==> src/sv/uer_pkg.sv <==
package uer_pkg;

  localparam int DIST_W     = 16;
  localparam int CFG_IDX_W  = 2;
  localparam int CFG_DATA_W = 16;

  localparam logic [CFG_IDX_W-1:0] CFG_TRIG_WIDTH = 2'd0;
  localparam logic [CFG_IDX_W-1:0] CFG_GAP        = 2'd1;
  localparam logic [CFG_IDX_W-1:0] CFG_US_PER_CM  = 2'd2;

  typedef struct packed {
    logic start_req;
    logic echo_level;
  } in_word_t;

  typedef struct packed {
    logic              trig_out;
    logic              busy_res;
    logic              done_res;
    logic [DIST_W-1:0] distance_q4;
  } out_word_t;

  typedef struct packed {
    logic busy;
    logic done;
  } div_stat_t;

endpackage

==> src/sv/uer_div.sv <==
module uer_div import uer_pkg::*; #(
  parameter int NUM_W = 23,
  parameter int DEN_W = 11
) (
  input  logic              clk_i,
  input  logic              rst_ni,
  input  logic              start_i,
  input  logic [NUM_W-1:0]  num_i,
  input  logic [DEN_W-1:0]  den_i,
  output logic [DIST_W-1:0] quot_o,
  output div_stat_t         stat_o
);

  localparam int CNT_W = $clog2(NUM_W);

  logic              busy_q;
  logic              done_q;
  logic [CNT_W-1:0]  cnt_q;
  logic [NUM_W-1:0]  num_q;
  logic [DEN_W-1:0]  den_q;
  logic [DEN_W-1:0]  rem_q, rem_d;
  logic [DIST_W-1:0] quo_q, quo_d;
  logic              ovf_q, ovf_d;
  logic [DEN_W:0]    trial;
  logic [DEN_W:0]    diff;
  logic              fits;

  // one quotient bit per cycle, numerator shifted in MSB first
  assign trial = {rem_q, num_q[NUM_W-1]};
  assign diff  = trial - {1'b0, den_q};
  assign fits  = trial >= {1'b0, den_q};

  always_comb begin
    rem_d = fits ? diff[DEN_W-1:0] : trial[DEN_W-1:0];
    quo_d = {quo_q[DIST_W-2:0], fits};
    // any bit pushed past the top forces saturation
    ovf_d = ovf_q | quo_q[DIST_W-1];
  end

  always_ff @(posedge clk_i or negedge rst_ni) begin
    if (!rst_ni) begin
      busy_q <= 1'b0;
      done_q <= 1'b0;
      cnt_q  <= '0;
    end else begin
      done_q <= 1'b0;
      if (start_i) begin
        busy_q <= 1'b1;
        cnt_q  <= '0;
      end else if (busy_q) begin
        cnt_q <= cnt_q + CNT_W'(1);
        if (cnt_q == CNT_W'(NUM_W - 1)) begin
          busy_q <= 1'b0;
          done_q <= 1'b1;
        end
      end
    end
  end

  always_ff @(posedge clk_i) begin
    if (start_i) begin
      num_q <= num_i;
      den_q <= den_i;
      rem_q <= '0;
      quo_q <= '0;
      ovf_q <= (den_i == '0);
    end else if (busy_q) begin
      num_q <= {num_q[NUM_W-2:0], 1'b0};
      rem_q <= rem_d;
      quo_q <= quo_d;
      ovf_q <= ovf_d;
    end
  end

  assign quot_o      = ovf_q ? '1 : quo_q;
  assign stat_o.busy = busy_q;
  assign stat_o.done = done_q;

  a_no_restart: assert property (@(posedge clk_i) disable iff (!rst_ni)
    busy_q |-> !start_i)
    else $error("divider restarted while busy");

  a_done_after_busy: assert property (@(posedge clk_i) disable iff (!rst_ni)
    done_q |-> $past(busy_q) && !busy_q)
    else $error("divider done without a finished run");

  a_one_state: assert property (@(posedge clk_i) disable iff (!rst_ni)
    !(busy_q && done_q))
    else $error("divider busy and done together");

endmodule

==> config.mk <==
export PLATFORM = sky130hd
export DESIGN_NAME = uer_div
export DESIGN_NICKNAME = d
export VERILOG_FILES = /design/src/sv/uer_pkg.sv /design/src/sv/uer_div.sv
export SDC_FILE = /design/constraint.sdc
export NUM_CORES = 1
export LEC_CHECK = 0
export CORE_ASPECT_RATIO = 0.7
export CORE_MARGIN = 1.5
export CORE_UTILIZATION = 40
export DETAILED_ROUTE_END_ITERATION = 12
export DONT_BUFFER_PORTS = 1
export PLACE_DENSITY = 0.57
export SLEW_MARGIN = 20
export SYNTH_ARGS = -nofsm -noshare
export SYNTH_HDL_FRONTEND = slang
export SYNTH_SLANG_ARGS = --single-unit
==> constraint.sdc <==
create_clock -name clk_i -period 2.15 [get_ports clk_i]
set_input_delay 0.43 -clock clk_i [delete_from_list [all_inputs] [get_ports clk_i]]
set_output_delay 0.43 -clock clk_i [all_outputs]
set_load 0.1 [all_outputs]
After elaboration in Yosys (flattened, before gate mapping)

Index checks and enable logic that the tools add are counted.

Bits in registers: 69
Input bits: 37
Output and inout bits: 18
Logic and storage cells: 29

Add/subtract/negate cells: 2
$lt $le $gt $ge: 1
Equality and inequality tests: 1
Multiplexer cells: 14
Bitwise gates (word level): 1
Reductions and logical operators: 2

Operator list:

| kind                  | number |
|---|---|
| $mux W23              | 2 |
| $mux W16              | 1 |
| $ge A12 B11 Y1        | 1 |
| $logic_not A11 Y1     | 1 |
| $mux W11              | 1 |
| $sub A11 B11 Y11      | 1 |
| $mux W5               | 2 |
| $mux W1               | 8 |
| $add A5 B1 Y5 const B | 1 |
| $eq A5 B5 Y1 const B  | 1 |
| $reduce_bool A2 Y1    | 1 |
| $or A1 B1 Y1          | 1 |

Depth between registers and ports, before layout

Depth after elaboration: 4
Depth in mapped cells: 11

Least setup slack after synthesis

OpenSTA, ideal clock, no wires.

Path kind: register to register
Start: register num_q[22]
End: register rem_q[4]
Arrival time: 2210 ps
Required time: 2059 ps
Setup slack: -151 ps
Cell stages (with the launch flop): 10
Path buffers: 0
Cells stage by stage: edfxtp_1 inv_1 ha_1 fa_1 nand2b_1 a21oi_1 o21a_1 a221oi_2 or3_1 a311oi_1

Longest elaborated chain between the ends: 2
Elaborated cells on any way between the ends: 3
Classes of those cells: 1 x add/sub; 1 x order compare; 1 x mux

RTL lines:

| what                                                      | RTL line                     | text |
|---|---|---|
| start, declared                                           | uer_div.sv:19                | `logic [NUM_W-1:0] num_q;` |
| start signal, assigned                                    | uer_div.sv:62                | `num_q <= num_i;` |
| start signal, assigned                                    | uer_div.sv:68                | `num_q <= {num_q[NUM_W-2:0], 1'b0};` |
| $sub A11 B11 Y11 / $ge A12 B11 Y1 (equally long branches) | uer_div.sv:30, uer_div.sv:31 |  |
| $mux W11 *                                                | uer_div.sv:34                | `rem_d = fits ? diff[DEN_W-1:0] : trial[DEN_W-1:0];` |
| end signal, assigned                                      | uer_div.sv:69                | `rem_q <= rem_d;` |
| end, declared                                             | uer_div.sv:21                | `logic [DEN_W-1:0] rem_q, rem_d;` |

Mark *: on every way between the ends. The rest lies on a longest branch, timed or not.
A chain may end at the register's enable or synchronous reset.

Final worst setup path

Start: register den_q[0]
End: register rem_q[4]

Longest elaborated chain between the ends: 2
Elaborated cells on any way between the ends: 3
Classes of those cells: 1 x add/sub; 1 x order compare; 1 x mux

RTL lines:

| what                                                      | RTL line                     | text |
|---|---|---|
| start, declared                                           | uer_div.sv:20                | `logic [DEN_W-1:0] den_q;` |
| start signal, assigned                                    | uer_div.sv:63                | `den_q <= den_i;` |
| $sub A11 B11 Y11 / $ge A12 B11 Y1 (equally long branches) | uer_div.sv:30, uer_div.sv:31 |  |
| $mux W11 *                                                | uer_div.sv:34                |  |

Marked as above.

==> flow_summary.rst <==
.. list-table::
   :header-rows: 1

   * - Metric
     - Value
   * - Total negative slack
     - -0.05929 ns
   * - Most frequent standard cell in the layout excluding fill and tap cells
     - sky130_fd_sc_hd__nor2_1
   * - Dominant combinational cell family by area after synthesis
     - simple AND/OR/NAND/NOR gates
   * - Share of post-route cells with drive strength above 1
     - 0.3371
   * - MaxCap Viol Count
     - 0
   * - Most used flip-flop cell after synthesis
     - sky130_fd_sc_hd__edfxtp_1
   * - Maximum number of pins on one net before global-route repair
     - between 60 and 70
   * - Maximum clock rate
     - 455.7 MHz
   * - Pwr per Cell Area
     - 1216 mW/mm^2
   * - Cells taking the most area after synthesis
     - sky130_fd_sc_hd__edfxtp_1, sky130_fd_sc_hd__dfxtp_1, sky130_fd_sc_hd__mux2_2, sky130_fd_sc_hd__mux2i_1, sky130_fd_sc_hd__dfrtp_1
   * - Post-detailed-routing wire length
     - 7.078 mm
   * - Post-synthesis compound-gate area fraction
     - 0.1020
   * - Detailed-placement wirelength estimate
     - 4.835 mm
   * - Width of the die
     - 115.3 microns
   * - Multiplexer area fraction after synthesis
     - 0.1239
   * - Clk network pwr share
     - 0.317
   * - Hold crit path type
     - primary input to flip-flop
   * - Die area
     - ~0.0094 sq mm
   * - Mean instance size in the synthesized netlist
     - 11.32 sq um
   * - Buffer depth of the longest clock path
     - 2
   * - Register area share after synthesis
     - 0.5000
   * - Register-to-register path setup slack
     - -0.04 ns
   * - Die Height
     - 81.64 microns
   * - Area share of xor/xnor cells in the synthesized design
     - 0.02231
   * - Violated checks
     - negative setup slack
   * - Mapped Area
     - roughly 0.0035 sq mm
   * - Area growth, synth to finish
     - 22.77%
   * - Post-route setup slack
     - -0.04465 ns
   * - Quantity of I/O buffers inserted on ports
     - 0
   * - Antenna cells
     - 0
   * - Switching Share
     - 0.3142
   * - Critical path peak fanout
     - 6
   * - Warnings from Yosys
     - 0
   * - Internal portion of total power
     - 3.616 mW
   * - Cell type contributing the most total cell area after synthesis
     - sky130_fd_sc_hd__edfxtp_1
   * - Arithmetic-cell share of the synthesized area counting full adders, half adders and majority gates
     - 0.05170
   * - Wirelength per Cell
     - 15.06 microns
   * - FF+latch count, synth
     - 69
   * - Slew of the pin with the lowest slew margin
     - 0.5790 ns
   * - Placed cell count
     - around 450
   * - Relative contribution of combinational cells to total power
     - 0.365
   * - ANT nets after route
     - 0
   * - Fraction of synthesized cell area taken by the top area cell type
     - 0.2975
   * - Crit path capture type
     - flip-flop
   * - Worst hold slack across all endpoints
     - 0.1979 ns
   * - # setup viols final
     - 3
   * - Placement row count
     - 28
   * - Clock Tree Root
     - sky130_fd_sc_hd__clkbuf_16
   * - Number of failing hold endpoints at the final stage
     - 0
   * - Post-route clock skew
     - around 0.0053 ns
   * - Peak supply drop
     - 0.5336 mV
   * - CTS sink count
     - 69
   * - Cell Count, Final, Fillers Out
     - 470
   * - H-tree depth
     - 3
   * - Number of design-rule violations left by the first detailed-router iteration
     - 112
   * - Fraction of the mapped netlist area in simple logic gates
     - 0.1431
   * - Critical path class
     - flip-flop to flip-flop
   * - Signal arrival time at the worst endpoint
     - 2.43 ns
   * - Rel. slew slack
     - 0.6140
   * - Number of placed I/O pins
     - 55
   * - Antenna violations before repair
     - 0
   * - Final Net Count
     - between 300 and 400
   * - Clock tree from TritonCTS
     - done
   * - Net count of the mapped netlist
     - 363
   * - Ratio of final minimum period to clock period
     - 1.021
   * - Vias/cell
     - 4.966
   * - First-pass GRT wire length
     - 11.36 mm
   * - Post-synth EDFFs
     - 35
   * - Final weighted congestion in routability-driven placement
     - ~0.79
   * - DRC Markers
     - 0
   * - Fraction of registers with async set or reset after synthesis
     - 0.1014
   * - Netlist cell types
     - 56
   * - Number of iterations in the first detailed-routing pass
     - 4
   * - Vias
     - approximately 2,300
   * - Commonest cells after routing, fill and taps aside
     - sky130_fd_sc_hd__nor2_1, sky130_fd_sc_hd__edfxtp_1, sky130_fd_sc_hd__buf_4
   * - Result of the run
     - complete, but fails checks
   * - Data required time of the worst path
     - about 2.4 ns
   * - Minimum period implied by the final worst setup slack
     - 2.195 ns
   * - Clock-pin slew of the registers on the worst-case setup and hold paths
     - around 0.06 ns
   * - Final max-slew violation count
     - 0
   * - CP startpoint kind
     - flip-flop
   * - Inserted Clock Buffers
     - 9
   * - Static leakage power
     - around 1.9 nW
   * - Synthesized netlist cell count
     - 312
   * - Placeable core area
     - 0.008513 sq mm
   * - Clock insertion delay at the later pin of the skew report
     - 0.32 ns
   * - Total GRT Usage
     - 0.1600
   * - Reg power frac
     - 0.318
   * - Starting utilization of the core area
     - 0.4150
   * - Via count of the first global-routing pass
     - 2,246
   * - Final Total Pwr
     - 5.273 mW
   * - RSZ-0062 raised after global routing
     - yes
   * - Grt total ovfl
     - 0
   * - Switching component of the power
     - ~1.7 mW
[final timing paths]
path | start | to | depth (start not counted)
worst max-delay path | den_q[0] | rem_q[4] | 8
worst min-delay path | den_i[10] | den_q[10] | 0
worst max register to register | den_q[0] | rem_q[4] | 8
worst min register to register | quo_q[15] | quo_q[15] | 2
max in group asynchronous | rst_ni | busy_q | 1
min in group asynchronous | rst_ni | cnt_q[4] | 1
[cell type report]
class,instances,area (sq um)
Inverter,18,67.56
Fill cell,786,4175
Tap cell,120,150.1
Multi-Input combinational cell,207,1687
Timing Repair Buffer,40,326.6
Clock inverter,7,113.9
Clock buffer,9,225.2
Sequential cell,69,1768
[through the flow]
step                setup slack, ns  instance area, sq um    util
floorplan                   0.01163                  3570       -
global placement           -0.04714                  3862  0.4537
detailed placement          -0.1127                  3862  0.4537
CTS                        -0.03859                  4279  0.5026
global route                -0.1538                  4338  0.5096
finish                     -0.04465                  4338  0.5096
[worst max-delay path, cell delays in order, from the launching register on]
cell and delay [ns]:
sky130_fd_sc_hd__edfxtp_1 0.41, sky130_fd_sc_hd__ha_4 0.19, sky130_fd_sc_hd__fa_2 0.35, sky130_fd_sc_hd__nand2b_4 0.16, sky130_fd_sc_hd__a21oi_4 0.15, sky130_fd_sc_hd__o21a_4 0.16
sky130_fd_sc_hd__a221oi_4 0.09, sky130_fd_sc_hd__or3_1 0.38, sky130_fd_sc_hd__a311oi_1 0.21
[registers in the layout (all words and copies together) (netlist names)]
signal and count:
cnt_q 5, num_q 23, quo_q 16, busy_q 1, den_q 11, done_q 1, ovf_q 1, rem_q 11
[cell usage after synthesis, types with 7 or more instances]
cell type and instances:
sky130_fd_sc_hd__mux2_2 22, sky130_fd_sc_hd__edfxtp_1 35, sky130_fd_sc_hd__or2_2 17, sky130_fd_sc_hd__nor2_1 37, sky130_fd_sc_hd__dfrtp_1 7, sky130_fd_sc_hd__dfxtp_1 27, sky130_fd_sc_hd__nand2_1 14, sky130_fd_sc_hd__o21ai_0 9
sky130_fd_sc_hd__ha_1 13, sky130_fd_sc_hd__inv_1 18, sky130_fd_sc_hd__mux2i_1 19
[what timing repair did]
item,in CTS,in global routing
endpoints found under the hold margin,7,0
hold buffers,1,0
resized for setup,10,12
pin swaps,10,8
cloned,0,0
buffers inserted,4,0
setup endpoints to repair,11,11
[power groups by stage]
stage / Clock, mW / Combinational [mW] / Sequential, mW
2_1_floorplan: 0 / 1.29 / 1.65
3_3_place_gp: 0 / 1.74 / 1.69
3_5_place_dp: 0 / 1.76 / 1.70
4_1_cts: 1.71 / 1.84 / 1.68
5_1_grt: 1.77 / 2.09 / 1.69
6_report: 1.67 / 1.93 / 1.68
[layer usage]
layer / up-vias / GRT usage / share of wire
li1: 1180 / - / -
met1: 1112 / 0.2311 / 0.52
met2: 34 / 0.2237 / 0.43
met3: 8 / 0.05387 / 0.044
met4: 0 / 0.05185 / 0.0099
met5: - / 0 / 0
[cells by family after synthesis]
family,after synthesis
AND/OR/NAND/NOR,97
flip-flops,69
adder cells (fa/ha/maj),14
buffers and inverters,36
multiplexers,41
XOR/XNOR,9
AO/OA/AOI/OAI,46
Power figures use the tool's default switching activity.
